===== src/rtl/core/ekq_pkg.sv =====
// Shared types and constants for the encoder key event queue.
package ekq_pkg;

    localparam int unsigned POS_W     = 16;
    localparam int unsigned ACC_W     = 18;
    localparam int unsigned KEY_W     = 3;
    localparam int unsigned SENS_W    = 7;
    localparam int unsigned CFG_IDX_W = 2;
    localparam int unsigned CFG_DAT_W = 7;

    localparam logic [KEY_W-1:0] KEY_NONE       = 3'd0;
    localparam logic [KEY_W-1:0] KEY_UP         = 3'd1;
    localparam logic [KEY_W-1:0] KEY_DOWN       = 3'd2;
    localparam logic [KEY_W-1:0] KEY_OK         = 3'd3;
    localparam logic [KEY_W-1:0] KEY_OK_RELEASE = 3'd4;

    localparam logic [CFG_IDX_W-1:0] CFG_BUTTON_MODE        = 2'd0;
    localparam logic [CFG_IDX_W-1:0] CFG_DIRECTION_REVERSED = 2'd1;
    localparam logic [CFG_IDX_W-1:0] CFG_COUNTS_PER_STEP    = 2'd2;

    localparam logic [SENS_W-1:0] SENS_RESET = 7'd4;

    typedef struct packed {
        logic                    enc;
        logic signed [POS_W-1:0] delta;
        logic                    push_ok;
        logic                    push_up;
        logic                    push_down;
        logic                    push_rel;
    } t_cmd;

endpackage


===== src/rtl/core/ekq_front.sv =====
// Front end: accept polls, detect edges and count change, emit commands.
module ekq_front (
    input  logic                      i_clk,
    input  logic                      i_rst_n,
    input  logic                      i_button_mode,
    input  logic                      i_valid,
    input  logic [ekq_pkg::POS_W-1:0] i_encoder_position,
    input  logic                      i_ok_level,
    input  logic                      i_up_level,
    input  logic                      i_down_level,
    input  logic                      i_full,
    output logic                      o_wr,
    output ekq_pkg::t_cmd             o_cmd
);

    logic [ekq_pkg::POS_W-1:0] r_last_pos;
    logic [2:0]                r_prev_levels;
    logic [ekq_pkg::POS_W-1:0] w_diff;

    assign o_wr   = i_valid && !i_full;
    assign w_diff = r_last_pos - i_encoder_position;

    always_comb begin
        o_cmd.enc   = !i_button_mode;
        o_cmd.delta = signed'(w_diff);
        o_cmd.push_ok = r_prev_levels[0] && !i_ok_level;
        if (i_button_mode) begin
            o_cmd.push_up   = r_prev_levels[1] && !i_up_level;
            o_cmd.push_down = r_prev_levels[2] && !i_down_level;
            o_cmd.push_rel  = 1'b0;
        end else begin
            o_cmd.push_up   = 1'b0;
            o_cmd.push_down = 1'b0;
            o_cmd.push_rel  = !r_prev_levels[0] && i_ok_level;
        end
    end

    always_ff @(posedge i_clk) begin
        if (!i_rst_n) begin
            r_last_pos    <= '0;
            r_prev_levels <= 3'b111;
        end else if (o_wr) begin
            r_prev_levels <= {i_down_level, i_up_level, i_ok_level};
            if (!i_button_mode) begin
                r_last_pos <= i_encoder_position;
            end
        end
    end

endmodule


===== src/rtl/core/ekq_cmd_queue.sv =====
// Two-entry command queue between front end and back end.
module ekq_cmd_queue (
    input  logic          i_clk,
    input  logic          i_rst_n,
    input  logic          i_wr,
    input  ekq_pkg::t_cmd i_cmd,
    output logic          o_full,
    output logic          o_valid,
    output ekq_pkg::t_cmd o_cmd,
    input  logic          i_rd
);

    localparam int unsigned DEPTH = 2;
    localparam int unsigned CNT_W = $clog2(DEPTH + 1);

    ekq_pkg::t_cmd    r_mem [DEPTH];
    logic             r_wp;
    logic             r_rp;
    logic [CNT_W-1:0] r_count;
    logic             w_do_wr;
    logic             w_do_rd;

    assign o_full  = (r_count == CNT_W'(DEPTH));
    assign o_valid = (r_count != '0);
    assign o_cmd   = r_mem[r_rp];
    assign w_do_wr = i_wr && !o_full;
    assign w_do_rd = i_rd && o_valid;

    always_ff @(posedge i_clk) begin
        if (w_do_wr) begin
            r_mem[r_wp] <= i_cmd;
        end
    end

    always_ff @(posedge i_clk) begin
        if (!i_rst_n) begin
            r_wp    <= 1'b0;
            r_rp    <= 1'b0;
            r_count <= '0;
        end else begin
            if (w_do_wr) begin
                r_wp <= !r_wp;
            end
            if (w_do_rd) begin
                r_rp <= !r_rp;
            end
            if (w_do_wr && !w_do_rd) begin
                r_count <= r_count + CNT_W'(1);
            end else if (w_do_rd && !w_do_wr) begin
                r_count <= r_count - CNT_W'(1);
            end
        end
    end

endmodule


===== src/rtl/core/ekq_back.sv =====
// Back end: step accumulator, key ring and output register.
module ekq_back #(
    parameter int unsigned RING_DEPTH = 16
) (
    input  logic                       i_clk,
    input  logic                       i_rst_n,
    input  logic                       i_direction_reversed,
    input  logic [ekq_pkg::SENS_W-1:0] i_counts_per_step,
    input  logic                       i_cmd_valid,
    input  ekq_pkg::t_cmd              i_cmd,
    output logic                       o_cmd_rd,
    output logic                       o_out_valid,
    output logic [ekq_pkg::KEY_W-1:0]  o_key_code,
    input  logic                       i_out_stall
);

    localparam int unsigned PTR_W = (RING_DEPTH > 1) ? $clog2(RING_DEPTH) : 1;
    localparam logic [PTR_W-1:0] PTR_LAST = PTR_W'(RING_DEPTH - 1);

    typedef enum logic [1:0] {
        S_IDLE,
        S_STEP,
        S_POP
    } t_state;

    t_state                          r_state;
    logic signed [ekq_pkg::ACC_W-1:0] r_acc;
    logic                            r_enc;
    logic                            r_push_ok;
    logic                            r_push_up;
    logic                            r_push_down;
    logic                            r_push_rel;
    logic [PTR_W-1:0]                r_wp;
    logic [PTR_W-1:0]                r_rp;
    logic [ekq_pkg::KEY_W-1:0]       r_ring [RING_DEPTH];
    logic                            r_out_valid;
    logic [ekq_pkg::KEY_W-1:0]       r_out_key;

    logic [ekq_pkg::SENS_W-1:0]       w_sens7;
    logic signed [ekq_pkg::ACC_W-1:0] w_sens;
    logic signed [ekq_pkg::ACC_W-1:0] w_acc_plus;
    logic signed [ekq_pkg::ACC_W-1:0] w_acc_minus;
    logic signed [ekq_pkg::ACC_W-1:0] w_delta_ext;
    logic                             w_neg_step;
    logic                             w_pos_step;
    logic                             w_push;
    logic [ekq_pkg::KEY_W-1:0]        w_key;
    logic [PTR_W-1:0]                 w_wp_next;
    logic [PTR_W-1:0]                 w_rp_next;
    logic                             w_out_free;

    assign w_sens7     = (i_counts_per_step == '0) ? ekq_pkg::SENS_W'(1) : i_counts_per_step;
    assign w_sens      = signed'({(ekq_pkg::ACC_W - ekq_pkg::SENS_W)'(0), w_sens7});
    assign w_acc_plus  = r_acc + w_sens;
    assign w_acc_minus = r_acc - w_sens;
    assign w_delta_ext = ekq_pkg::ACC_W'(i_cmd.delta);
    assign w_neg_step  = r_enc && (w_acc_plus <= 0);
    assign w_pos_step  = r_enc && (w_acc_minus >= 0);
    assign w_wp_next   = (r_wp == PTR_LAST) ? '0 : r_wp + PTR_W'(1);
    assign w_rp_next   = (r_rp == PTR_LAST) ? '0 : r_rp + PTR_W'(1);
    assign w_out_free  = !r_out_valid || !i_out_stall;
    assign o_cmd_rd    = (r_state == S_IDLE) && i_cmd_valid;
    assign o_out_valid = r_out_valid;
    assign o_key_code  = r_out_key;

    always_comb begin
        w_push = 1'b1;
        if (w_neg_step) begin
            w_key = i_direction_reversed ? ekq_pkg::KEY_DOWN : ekq_pkg::KEY_UP;
        end else if (w_pos_step) begin
            w_key = i_direction_reversed ? ekq_pkg::KEY_UP : ekq_pkg::KEY_DOWN;
        end else if (r_push_ok) begin
            w_key = ekq_pkg::KEY_OK;
        end else if (r_push_up) begin
            w_key = ekq_pkg::KEY_UP;
        end else if (r_push_down) begin
            w_key = ekq_pkg::KEY_DOWN;
        end else if (r_push_rel) begin
            w_key = ekq_pkg::KEY_OK_RELEASE;
        end else begin
            w_key  = ekq_pkg::KEY_NONE;
            w_push = 1'b0;
        end
        if (r_state != S_STEP) begin
            w_push = 1'b0;
        end
    end

    always_ff @(posedge i_clk) begin
        if (w_push) begin
            r_ring[r_wp] <= w_key;
        end
    end

    always_ff @(posedge i_clk) begin
        if (!i_rst_n) begin
            r_state     <= S_IDLE;
            r_acc       <= '0;
            r_enc       <= 1'b0;
            r_push_ok   <= 1'b0;
            r_push_up   <= 1'b0;
            r_push_down <= 1'b0;
            r_push_rel  <= 1'b0;
            r_wp        <= '0;
            r_rp        <= '0;
            r_out_valid <= 1'b0;
        end else begin
            if (r_state == S_POP && w_out_free) begin
                r_out_valid <= 1'b1;
            end else if (r_out_valid && !i_out_stall) begin
                r_out_valid <= 1'b0;
            end
            if (w_push) begin
                r_wp <= w_wp_next;
            end
            case (r_state)
                S_IDLE: begin
                    if (i_cmd_valid) begin
                        if (i_cmd.enc) begin
                            r_acc <= r_acc + w_delta_ext;
                        end
                        r_enc       <= i_cmd.enc;
                        r_push_ok   <= i_cmd.push_ok;
                        r_push_up   <= i_cmd.push_up;
                        r_push_down <= i_cmd.push_down;
                        r_push_rel  <= i_cmd.push_rel;
                        r_state     <= S_STEP;
                    end
                end
                S_STEP: begin
                    if (w_neg_step) begin
                        r_acc <= w_acc_plus;
                    end else if (w_pos_step) begin
                        r_acc <= w_acc_minus;
                    end else if (r_push_ok) begin
                        r_push_ok <= 1'b0;
                    end else if (r_push_up) begin
                        r_push_up <= 1'b0;
                    end else if (r_push_down) begin
                        r_push_down <= 1'b0;
                    end else if (r_push_rel) begin
                        r_push_rel <= 1'b0;
                    end else begin
                        r_state <= S_POP;
                    end
                end
                S_POP: begin
                    if (w_out_free) begin
                        if (r_wp != r_rp) begin
                            r_out_key <= r_ring[r_rp];
                            r_rp      <= w_rp_next;
                        end else begin
                            r_out_key <= ekq_pkg::KEY_NONE;
                        end
                        r_state <= S_IDLE;
                    end
                end
                default: begin
                    r_state <= S_IDLE;
                end
            endcase
        end
    end

endmodule


===== src/rtl/core/encoder_key_event_queue.sv =====
// Top level of the encoder key event queue.
//
// Usage:
//   Input channel (i_in_valid / o_in_stall) takes one poll per request: the
//   encoder counter and three debounced active-low button levels.
//   Output channel (o_out_valid / i_out_stall) returns one key code per poll,
//   KEY_NONE when the key ring is empty.
//   Configuration writes (i_cfg_we, i_cfg_index, i_cfg_data) select button
//   or encoder mode, rotation direction and counts per step.
// Dataflow:
//   A poll passes the front end into a two-entry command queue, then the
//   back end queues its keys into the ring one per cycle and pops one key.
//   With an idle back end the key code reaches the output register after
//   the command queue and the back end's IDLE, STEP and POP states; the back
//   end reads no new poll until it has popped the key of the last one.
// Reset: clears pointers, accumulator, last position and button history;
//   the ring contents are not cleared. counts_per_step resets to 4.
// Stall: a stalled result holds in the output register; the back end waits
//   to pop and the command queue absorbs up to two further polls.
module encoder_key_event_queue #(
    parameter int unsigned RING_DEPTH = 16
) (
    input  logic                          i_clk,
    input  logic                          i_rst_n,
    input  logic                          i_cfg_we,
    input  logic [ekq_pkg::CFG_IDX_W-1:0] i_cfg_index,
    input  logic [ekq_pkg::CFG_DAT_W-1:0] i_cfg_data,
    input  logic                          i_in_valid,
    output logic                          o_in_stall,
    input  logic [ekq_pkg::POS_W-1:0]     i_encoder_position,
    input  logic                          i_ok_level,
    input  logic                          i_up_level,
    input  logic                          i_down_level,
    output logic                          o_out_valid,
    input  logic                          i_out_stall,
    output logic [ekq_pkg::KEY_W-1:0]     o_key_code
);

    logic                       r_button_mode;
    logic                       r_direction_reversed;
    logic [ekq_pkg::SENS_W-1:0] r_counts_per_step;

    logic          w_q_wr;
    logic          w_q_full;
    logic          w_q_valid;
    logic          w_q_rd;
    ekq_pkg::t_cmd w_front_cmd;
    ekq_pkg::t_cmd w_back_cmd;

    always_ff @(posedge i_clk) begin
        if (!i_rst_n) begin
            r_button_mode        <= 1'b0;
            r_direction_reversed <= 1'b0;
            r_counts_per_step    <= ekq_pkg::SENS_RESET;
        end else if (i_cfg_we) begin
            case (i_cfg_index)
                ekq_pkg::CFG_BUTTON_MODE: begin
                    r_button_mode <= i_cfg_data[0];
                end
                ekq_pkg::CFG_DIRECTION_REVERSED: begin
                    r_direction_reversed <= i_cfg_data[0];
                end
                ekq_pkg::CFG_COUNTS_PER_STEP: begin
                    r_counts_per_step <= i_cfg_data[ekq_pkg::SENS_W-1:0];
                end
                default: begin
                end
            endcase
        end
    end

    assign o_in_stall = w_q_full;

    ekq_front u_front (
        .i_clk              (i_clk),
        .i_rst_n            (i_rst_n),
        .i_button_mode      (r_button_mode),
        .i_valid            (i_in_valid),
        .i_encoder_position (i_encoder_position),
        .i_ok_level         (i_ok_level),
        .i_up_level         (i_up_level),
        .i_down_level       (i_down_level),
        .i_full             (w_q_full),
        .o_wr               (w_q_wr),
        .o_cmd              (w_front_cmd)
    );

    ekq_cmd_queue u_queue (
        .i_clk   (i_clk),
        .i_rst_n (i_rst_n),
        .i_wr    (w_q_wr),
        .i_cmd   (w_front_cmd),
        .o_full  (w_q_full),
        .o_valid (w_q_valid),
        .o_cmd   (w_back_cmd),
        .i_rd    (w_q_rd)
    );

    ekq_back #(
        .RING_DEPTH (RING_DEPTH)
    ) u_back (
        .i_clk                (i_clk),
        .i_rst_n              (i_rst_n),
        .i_direction_reversed (r_direction_reversed),
        .i_counts_per_step    (r_counts_per_step),
        .i_cmd_valid          (w_q_valid),
        .i_cmd                (w_back_cmd),
        .o_cmd_rd             (w_q_rd),
        .o_out_valid          (o_out_valid),
        .o_key_code           (o_key_code),
        .i_out_stall          (i_out_stall)
    );

`ifndef SYNTHESIS
    a_no_queue_overflow: assert property (@(posedge i_clk) disable iff (!i_rst_n)
        !(w_q_wr && w_q_full))
        else $error("command queue written while full");

    a_no_queue_underflow: assert property (@(posedge i_clk) disable iff (!i_rst_n)
        w_q_rd |-> w_q_valid)
        else $error("command queue read while empty");

    a_accept_matches_write: assert property (@(posedge i_clk) disable iff (!i_rst_n)
        (i_in_valid && !o_in_stall) == w_q_wr)
        else $error("accepted request not written to command queue");

    a_key_code_legal: assert property (@(posedge i_clk) disable iff (!i_rst_n)
        (o_out_valid && $rose(o_out_valid)) |-> (o_key_code <= ekq_pkg::KEY_OK_RELEASE))
        else $error("illegal key code");
`endif

endmodule

===== config.mk =====
export PLATFORM = sky130hd
export DESIGN_NAME = encoder_key_event_queue
export DESIGN_NICKNAME = d
export VERILOG_FILES = /design/src/rtl/core/ekq_pkg.sv /design/src/rtl/core/ekq_front.sv /design/src/rtl/core/ekq_cmd_queue.sv /design/src/rtl/core/ekq_back.sv /design/src/rtl/core/encoder_key_event_queue.sv
export SDC_FILE = /design/constraint.sdc
export NUM_CORES = 1
export LEC_CHECK = 0
export ABC_AREA = 1
export BUFFER_PORTS_ARGS = -buffer_cell sky130_fd_sc_hd__buf_2
export CAP_MARGIN = 20
export CORE_MARGIN = 3
export CORE_UTILIZATION = 37
export DETAILED_ROUTE_END_ITERATION = 8
export GPL_TIMING_DRIVEN = 0
export SKIP_CTS_REPAIR_TIMING = 1
export SLEW_MARGIN = 5
export SYNTH_ARGS = -nofsm -noshare
export SYNTH_HDL_FRONTEND = slang
export SYNTH_SLANG_ARGS = --single-unit

===== constraint.sdc =====
create_clock -name i_clk -period 3.6 [get_ports i_clk]
set_clock_uncertainty 0.05 [all_clocks]
set_input_delay 0.72 -clock i_clk [delete_from_list [all_inputs] [get_ports i_clk]]
set_output_delay 0.72 -clock i_clk [all_outputs]
set_load 0.01 [all_outputs]

==> results of run 1 <==
sequential cells by signal, indices dropped and copies added, names as in the netlist, 2 cells and up, named ones only:
register and count:
u_back.r_acc 18, u_back.r_state 2, u_front.r_last_pos 16, u_back.r_ring 48, u_back.r_wp 4, u_back.r_rp 4
u_queue.r_count 2, u_queue.r_mem 42, u_back.o_key_code 3, r_counts_per_step 7, u_front.r_prev_levels 3
per-layer routing:
| metal | part of all wire, % | routed length [um] | vias to the layer above |
|---|---|---|---|
| li1 | - | - | 4392 |
| met1 | 45 | 11480 | 3857 |
| met2 | 49 | 12400 | 197 |
| met3 | 4.7 | 1198 | 18 |
| met4 | 1.3 | 340 | 0 |
| met5 | 0 | 0 | - |
cells in the mapped netlist (2+ instances only):
library cell | n | area (um2)
o21bai_1 | 4 | 30.03
o211ai_1 | 4 | 30.03
a211oi_1 | 2 | 15.01
o221ai_1 | 7 | 61.31
mux2i_1 | 7 | 70.07
a21oi_1 | 95 | 475.5
nand2_1 | 285 | 1070
dfxtp_1 | 67 | 1341
nand2_2 | 5 | 31.28
buf_6 | 8 | 90.09
clkbuf_1 | 32 | 120.1
buf_4 | 3 | 22.52
nand2_4 | 3 | 33.78
inv_1 | 152 | 570.6
nand3_1 | 94 | 470.5
or2_2 | 2 | 12.51
o32ai_1 | 6 | 52.55
nor2_1 | 135 | 506.7
inv_2 | 6 | 22.52
o31ai_1 | 3 | 22.52
fa_1 | 4 | 80.08
edfxtp_1 | 93 | 2793
a21o_1 | 2 | 15.01
nor3_2 | 3 | 30.03
a31oi_1 | 8 | 50.05
o21a_1 | 2 | 15.01
nor3_1 | 32 | 160.2
buf_2 | 5 | 25.02
nand3b_1 | 3 | 22.52
xor2_1 | 31 | 271.5
xnor2_1 | 12 | 105.1
nor4_1 | 5 | 31.28
buf_1 | 4 | 15.01
nand4_1 | 11 | 68.82
o21ai_0 | 60 | 300.3
a21oi_2 | 7 | 61.31
nand3_2 | 3 | 30.03
ha_1 | 52 | 650.6
power by group:
group | internal [uW] | total (uW) | switching [uW]
combinational | 1620 | 4430 | 2810
sequential | 2400 | 2620 | 219
clock | 968 | 1780 | 815
layout make-up:
type / count / area share [%]
Inverter: 159 / 5.153
Buffer: 52 / 2.636
Clock inverter: 13 / 1.097
Multi-Input combinational cell: 903 / 44.72
Tap cell: 335 / 3.604
Timing Repair Buffer: 56 / 3.497
Sequential cell: 160 / 35.57
Clock buffer: 19 / 3.722
worst paths after layout:
path | endpoint | cells past startpoint | slack [ns]
hold / removal | u_front.r_last_pos[0]$_SDFFE_PN0P_ | 2 | 0.41
setup reg to reg | u_back.r_ring[8][1]$_DFFE_PP_ | 16 | 0.12
hold reg to reg | u_front.r_last_pos[0]$_SDFFE_PN0P_ | 2 | 0.41
setup / recovery | u_back.r_ring[8][1]$_DFFE_PP_ | 16 | 0.12
cell families after synthesis:
kind of cell / after synthesis / share of synthesized area (%)
fa+ha+maj: 56 / 7.337
simple gates: 589 / 25.77
buf+inv: 212 / 8.882
xor+xnor: 43 / 3.781
compound gates: 208 / 12.02
mux: 7 / 0.7035
flops: 160 / 41.51
critical path: stages, from the launching register on:
cell	delay (ns)
dfxtp_2	0.32
inv_2	0.07
nand3_2	0.10
o41ai_4	0.35
ha_2	0.28
fa_2	0.44
nor3_2	0.16
nand3_1	0.10
nor2_1	0.13
nand4_1	0.13
nor2_2	0.15
nand3_2	0.12
buf_8	0.16
nand4_4	0.09
nand2_8	0.09
buf_12	0.17
nor3_4	0.24
through the flow:
step / power [uW] / hold slack, ns / std cells / area, um2
finish: 8835 / 0.4130 / 1697 / 11630
global route: 9597 / 0.4397 / 1697 / 11630
CTS: 8555 / 0.4127 / 1682 / 11190
detailed placement: 6745 / 0.4008 / 1650 / 10630
global placement: 6643 / 0.3862 / 1647 / 10570
floorplan: 5690 / 0.3757 / 1275 / 9966
==> results by group, run 1 <==
STA
  • Final worst slack: between 0.1 and 0.15 ns
  • Final Critical Period: around 3.5 ns
  • # setup viols final: 0
  • Pins Over Slew Limit: 0
  • Slew headroom: between 30% and 40%
  • Max Clock Freq: approximately 290 MHz
  • Setup_tns: 0 ns
  • Worst Tran Pin Value: just over 0.9 ns
  • Final Hold Vio Count: 0
  • Unrepaired setup endpoints after global routing: yes
  • Fin crit share: 96.73%

Yosys
  • Post-synth EDFFs: 93
  • Sequential share of the synthesized area: 41.51%
  • Yosys warns: 0
  • Distinct cell type count after synthesis: 56
  • Netlist Area Pre-Place: approximately 10000 um2
  • Ys flop type: edfxtp_1
  • Post-Synthesis Cells: approximately 1300
  • #FFs+latches synth: 160
  • Fraction of registers with async set/reset: 0%
  • Syn Nets: approximately 1400
  • Synth Area per Inst: a little under 8 um2

Global routing
  • Met1 Use GR: ~22%
  • Busiest grt layer: met2
  • Met3 usage: 3.020%
  • Vias in the first global route: approximately 8300
  • GRT Overall Usage: about 18%
  • Initial antenna violation count: 0
  • Largest net degree at the start of global routing: 18
  • First-pass GRT wire length: between 40 and 50 mm
  • Met2 Usage GRT: 31.47%
  • Gr ovfl total: 0

CTS
  • CTS tree: done
  • Clk root buf: clkbuf_16
  • Clk Latency, worst-skew pair: 0.43 ns
  • CTS clk-pin slew, worst paths: 0.07 ns
  • # clock sinks: 160
  • Htree depth: 4
  • CTS Buf Count: 17
  • Worst-case clock buffer depth: 2

Die
  • Die width: about 170 um
  • Die Height: around 170 um
  • Ports: 38
  • Core area: around 26000 um2
  • Starting Density: a little under two fifths
  • Row cnt: 59
  • Die area: a little under 30000 um2

Final layout
  • Footprint of the multi-input gates: about 5200 um2
  • Area delta synth->final: 16.77%
  • Most frequent cells in the layout: 284 x nand2_1, 149 x inv_1, 130 x nor2_1
  • Antenna cell count: 0
  • Most common cell after layout, fill and taps aside: nand2_1
  • Layout cells sized above 1: between 10% and 20%
  • FF+latch area: 4136 um2
  • NumNets Final: around 1400
  • Fill cell count: 2627
  • Fin util: between 40 and 50%

Power
  • Worst VDD drop: ~0.34 mV
  • PD cells: about 760 nW/um2
  • Leak: 0.005186 uW

Placement
  • Detailed placement HPWL: 19.18 mm
  • RD Place Congestion: 0.8684
  • Place WS: -0.5019 ns
  • IO Port Bufs: 37

Drt
  • TritonRoute pass-1 iters: 5
  • Vias per cell: 4.988
  • DRC viols: 0
  • Detailed-route via count: ~8500
  • Post-route ant nets: 0
  • Iteration-0 DRC Markers: slightly above 600
  • Final WL: 25.41 mm
  • Wire per inst: ~15 um

Worst setup path
  • Crit path required time: between 3 and 4 ns
  • Worst Path Class, Setup: reg -> reg
  • Worst setup startpoint: r_counts_per_step[6]$_SDFFE_PN0P_
  • Kind of start point of the critical path: register
  • CP arrival: about 3.6 ns
  • Worst r2r src: r_counts_per_step[6]$_SDFFE_PN0P_
  • CP endpoint kind: register
  • CP max FO: 5

Job
  • Max Cap Viol: 0

Hold path
  • Hold Path Class: reg -> reg
  • Worst Hold Launch: u_front.r_last_pos[0]$_SDFFE_PN0P_

Outcome
  • Run status: complete, no violations
Power figures use the tool's default switching activity.
==> run 2: changes to the inputs <==
--- a/config.mk
+++ b/config.mk
@@ -9,11 +9,13 @@
 export BUFFER_PORTS_ARGS = -buffer_cell sky130_fd_sc_hd__buf_2
 export CAP_MARGIN = 20
 export CORE_MARGIN = 3
-export CORE_UTILIZATION = 37
+export CORE_UTILIZATION = 57
 export DETAILED_ROUTE_END_ITERATION = 8
 export GPL_TIMING_DRIVEN = 0
+export PLACE_DENSITY = 0.77
 export SKIP_CTS_REPAIR_TIMING = 1
 export SLEW_MARGIN = 5
 export SYNTH_ARGS = -nofsm -noshare
 export SYNTH_HDL_FRONTEND = slang
+export SYNTH_HIERARCHICAL = 1
 export SYNTH_SLANG_ARGS = --single-unit
==> run 2 against run 1 <==
Net effect: final cell count decreased by 3.8%; non-clock buffer count down 18; global-route usage increased by 7.1 points; count of clock-buffer cells in the layout decreased by 1; die area down 32%.
==> results by group, run 2 <==
Global routing
  • GRT Overall Usage: 24.75% (was 17.65%)
  • First-pass GRT wire length: 39.64 mm (was 40.89 mm)
  • Largest net degree at the start of global routing: 19 (was 18)
  • Vias in the first global route: 8372 (was 8259)
  • Initial antenna violation count: 0 (unchanged)
  • Gr ovfl total: 0 (unchanged)

Worst setup path
  • CP cell instances: nor4_4, a31o_2, ha_4, fa_1, nand3b_1, nor2_2, nand3_1, nor2_1, nand3_1, nor2_2, nand2_1, nor2_2, nand2_4, nand4_4, nand2_4, inv_8, nand2_4, nor2_4 (was inv_2, nand3_2, o41ai_4, ha_2, fa_2, nor3_2, nand3_1, nor2_1, nand4_1, nor2_2, nand3_2, buf_8, nand4_4, nand2_8, buf_12, nor3_4)
  • FF-to-FF End: u_back/r_ring[11][0]$_DFFE_PP_ (was u_back.r_ring[8][1]$_DFFE_PP_)
  • CP arrival: 3.58 ns (was 3.55 ns)
  • Slowest-stage cell, CP: fa_1 (was fa_2)
  • Worst Path Class, Setup: reg -> reg (unchanged)
  • CP max FO: 6 (was 5)
  • CP endpoint kind: register (unchanged)
  • Worst r2r src: r_counts_per_step[1]$_SDFFE_PN0P_ (was r_counts_per_step[6]$_SDFFE_PN0P_)
  • Kind of start point of the critical path: register (unchanged)
  • Crit path required time: 3.68 ns (was 3.67 ns)
  • Reg2Reg Depth: 18 (was 16)
  • Delay-heaviest family, CP: simple AND/OR/NAND/NOR gates (unchanged)
  • Reg-to-reg slack, setup: 0.1 ns (was 0.12 ns)
  • CP max stage delay: 0.43 ns (was 0.44 ns)
  • CP bufs+invs: 1 (was 3)

Final layout
  • NumNets Final: 1484 (was 1438)
  • Footprint of the multi-input gates: 5446 um2 (was 5201 um2)
  • Most common cell after layout, fill and taps aside: nand2_1 (unchanged)
  • Antenna cell count: 0 (unchanged)
  • Fin util: 67.07% (was 44.25%)
  • Largest Register: u_back/r_ring (was u_back.r_ring)
  • Area delta synth->final: 14.30% (was 16.77%)
  • FF+latch area: 4141 um2 (was 4136 um2)
  • Largest register FFs: 48 (unchanged)
  • Fin cells: 1633 (was 1697)
  • Largest registers: u_back/r_ring: 48 flops, u_queue/r_mem: 42 flops, u_back/r_acc: 18 flops (was u_back.r_ring: 48 flops, u_queue.r_mem: 42 flops, u_back.r_acc: 18 flops)
  • Fill cell count: 1425 (was 2627)
  • Most frequent cells in the layout: 325 x nand2_1, 149 x inv_1, 145 x nor2_1 (was 284 x nand2_1, 149 x inv_1, 130 x nor2_1)
  • Layout cells sized above 1: 15.06% (was 13.00%)

Power
  • Leak: 0.005330 uW (was 0.005186 uW)
  • PD cells: 757.3 nW/um2 (was 759.7 nW/um2)
  • Pwr Total: 8846 uW (was 8835 uW)
  • Worst VDD drop: 0.4748 mV (was 0.3401 mV)

STA
  • Fin Hold WS: 0.4155 ns (was 0.4130 ns)
  • Final Hold Vio Count: 0 (unchanged)
  • Slew headroom: 33.77% (was 38.31%)
  • # setup viols final: 0 (unchanged)
  • Fin crit share: 97.35% (was 96.73%)
  • Final worst slack: 0.09557 ns (was 0.1177 ns)
  • Worst Tran Pin Value: 0.9844 ns (was 0.9183 ns)
  • Pins Over Slew Limit: 0 (unchanged)
  • Max Clock Freq: 285.4 MHz (was 287.2 MHz)
  • Final Critical Period: 3.504 ns (was 3.482 ns)

Yosys
  • Biggest area consumer among synthesized cells: edfxtp_1 (unchanged)
  • Synth Area per Inst: 7.713 um2 (was 7.811 um2)
  • Most common cell in the synthesized netlist: nand2_1 (unchanged)
  • Most frequent cells after synthesis: 330 x nand2_1, 164 x nor2_1, 150 x inv_1 (was 285 x nand2_1, 152 x inv_1, 135 x nor2_1)
  • Syn Nets: 1414 (was 1364)
  • Ys flop type: edfxtp_1 (unchanged)
  • Sequential share of the synthesized area: 40.45% (was 41.51%)
  • Netlist Area Pre-Place: 10220 um2 (was 9960 um2)
  • Post-synth EDFFs: 93 (unchanged)
  • Fraction of registers with async set/reset: 0% (unchanged)
  • Post-Synthesis Cells: 1325 (was 1275)
  • Yosys warns: 6 (was 0)
  • Most area-consuming cells after synthesis: edfxtp_1 27%, dfxtp_1 13%, nand2_1 12% (was edfxtp_1 28%, dfxtp_1 13%, nand2_1 11%)
  • #FFs+latches synth: 160 (unchanged)
  • Distinct cell type count after synthesis: 54 (was 56)
  • Area fraction of the dominant cell type after synthesis: 27.33% (was 28.04%)

CTS
  • Clk Latency, worst-skew pair: 0.43 ns (about the same)
  • CTS Buf Count: 17 (unchanged)
  • Clk root buf: clkbuf_16 (unchanged)
  • # clock sinks: 160 (unchanged)
  • Htree depth: 4 (unchanged)
  • CTS tree: done (unchanged)
  • CTS clk-pin slew, worst paths: 0.07 ns (about the same)
  • Worst-case clock buffer depth: 2 (unchanged)

Job
  • Max Cap Viol: 0 (unchanged)

Drt
  • Vias per cell: 5.463 (was 4.988)
  • Post-route ant nets: 0 (unchanged)
  • TritonRoute pass-1 iters: 6 (was 5)
  • DRC viols: 0 (unchanged)
  • Final WL: 24.55 mm (was 25.41 mm)
  • Detailed-route via count: 8921 (was 8464)
  • Wire per inst: 15.03 um (was 14.98 um)
  • Iteration-0 DRC Markers: 729 (was 622)

Hold path
  • Hold worst-path end: u_back/r_push_down$_SDFFE_PN0P_ (was u_front.r_last_pos[0]$_SDFFE_PN0P_)
  • Hold path depth: 2 (unchanged)
  • Hold Path Class: reg -> reg (unchanged)
  • Worst Hold Launch: u_back/r_push_down$_SDFFE_PN0P_ (was u_front.r_last_pos[0]$_SDFFE_PN0P_)

Placement
  • IO Port Bufs: 37 (unchanged)
  • Detailed placement HPWL: 18.13 mm (was 19.18 mm)
  • Placed instance count: 1591 (was 1650)
  • Place WS: -0.2520 ns (was -0.5019 ns)
  • RD Place Congestion: 0.9116 (was 0.8684)

Die
  • Starting Density: 58.68% (was 37.90%)
  • Die width: 139.9 um (was 170.1 um)
  • Core area: 17420 um2 (was 26280 um2)
  • Row cnt: 48 (was 59)
  • Ports: 38 (unchanged)
  • Die area: 19570 um2 (was 28920 um2)
  • Die Height: 139.9 um (was 170.1 um)

Outcome
  • Run status: complete, no violations (unchanged)
[run 2: changes by cell type after synthesis, sizes merged, moves of 7 or more]
| cell | before | now |
|---|---|---|
| a21oi | 102 | 93 |
| a31oi | 8 | 1 |
| clkbuf | 32 | 17 |
| mux2 | 0 | 21 |
| nand2 | 294 | 347 |
| nand3 | 98 | 105 |
| nor2 | 137 | 171 |
| nor3 | 35 | 18 |
| o21ai | 60 | 52 |
| xnor2 | 12 | 3 |
[run 2: area by class of cell]
| cell class | count | share of cell area [%] |
|---|---|---|
| multi-input cells | 960 | 46.63 |
| plain buffers | 39 | 2.153 |
| inverters | 166 | 5.452 |
| repair buffers | 51 | 2.753 |
| flip-flops and latches | 160 | 35.45 |
| clock inverters | 14 | 1.478 |
| clock buffers | 18 | 3.674 |
| well taps | 225 | 2.410 |
[run 2: how the worst max path moves through the flow]
stage / from / endpoint / slack (ns) / cells after the start
detailed placement: r_counts_per_step[1]$_SDFFE_PN0P_ / u_back/r_ring[3][2]$_DFFE_PP_ / -0.25 / 15
global route: r_counts_per_step[1]$_SDFFE_PN0P_ / u_back/r_ring[13][0]$_DFFE_PP_ / -0.1 / 18
CTS: r_counts_per_step[1]$_SDFFE_PN0P_ / u_back/r_ring[9][0]$_DFFE_PP_ / -0.33 / 17
floorplan: r_counts_per_step[1]$_SDFFE_PN0P_ / u_back/r_ring[0][0]$_DFFE_PP_ / 0.14 / 16
global placement: r_counts_per_step[1]$_SDFFE_PN0P_ / u_back/r_ring[3][0]$_DFFE_PP_ / -1.22 / 16
finish: r_counts_per_step[1]$_SDFFE_PN0P_ / u_back/r_ring[11][0]$_DFFE_PP_ / 0.1 / 18
[run 2: cell families after synthesis]
kind of cell / after synthesis / synth area share [%]
xor+xnor: 35 / 3.000
simple gates: 668 / 27.85
flops: 160 / 40.45
fa+ha+maj: 56 / 7.150
compound gates: 174 / 9.366
buf+inv: 205 / 8.546
mux: 27 / 3.636
[run 2: worst min-delay path, cell delays in order (launching register included)]
cell and delay, ns:
dfxtp_1 0.31, nand2_1 0.06, a21oi_1 0.05
[run 2: layer usage]
layer	part of all wire [%]	global-route usage, %	vias up
met2	48	42.37	306
met4	2.1	7.343	0
met1	43	32.35	4076
met5	0	0	-
met3	6.5	4.268	47
li1	-	-	4492
[run 2: per-stage QoR]
step | cell area, um2 | TNS, ns
floorplan | 10230 | 0
global placement | 10690 | -58.44
detailed placement | 10760 | -15.99
CTS | 11360 | -19.91
global route | 11680 | -4.650
finish | 11680 | 0
[run 2: power breakdown]
part           total (uW)  switching, uW  leakage [uW]  internal [uW]
Sequential           2670            259       0.00141           2410
Combinational        4360           2710       0.00363           1650
Clock                1820            825      0.000290            994
Total                8850           3800       0.00533           5050
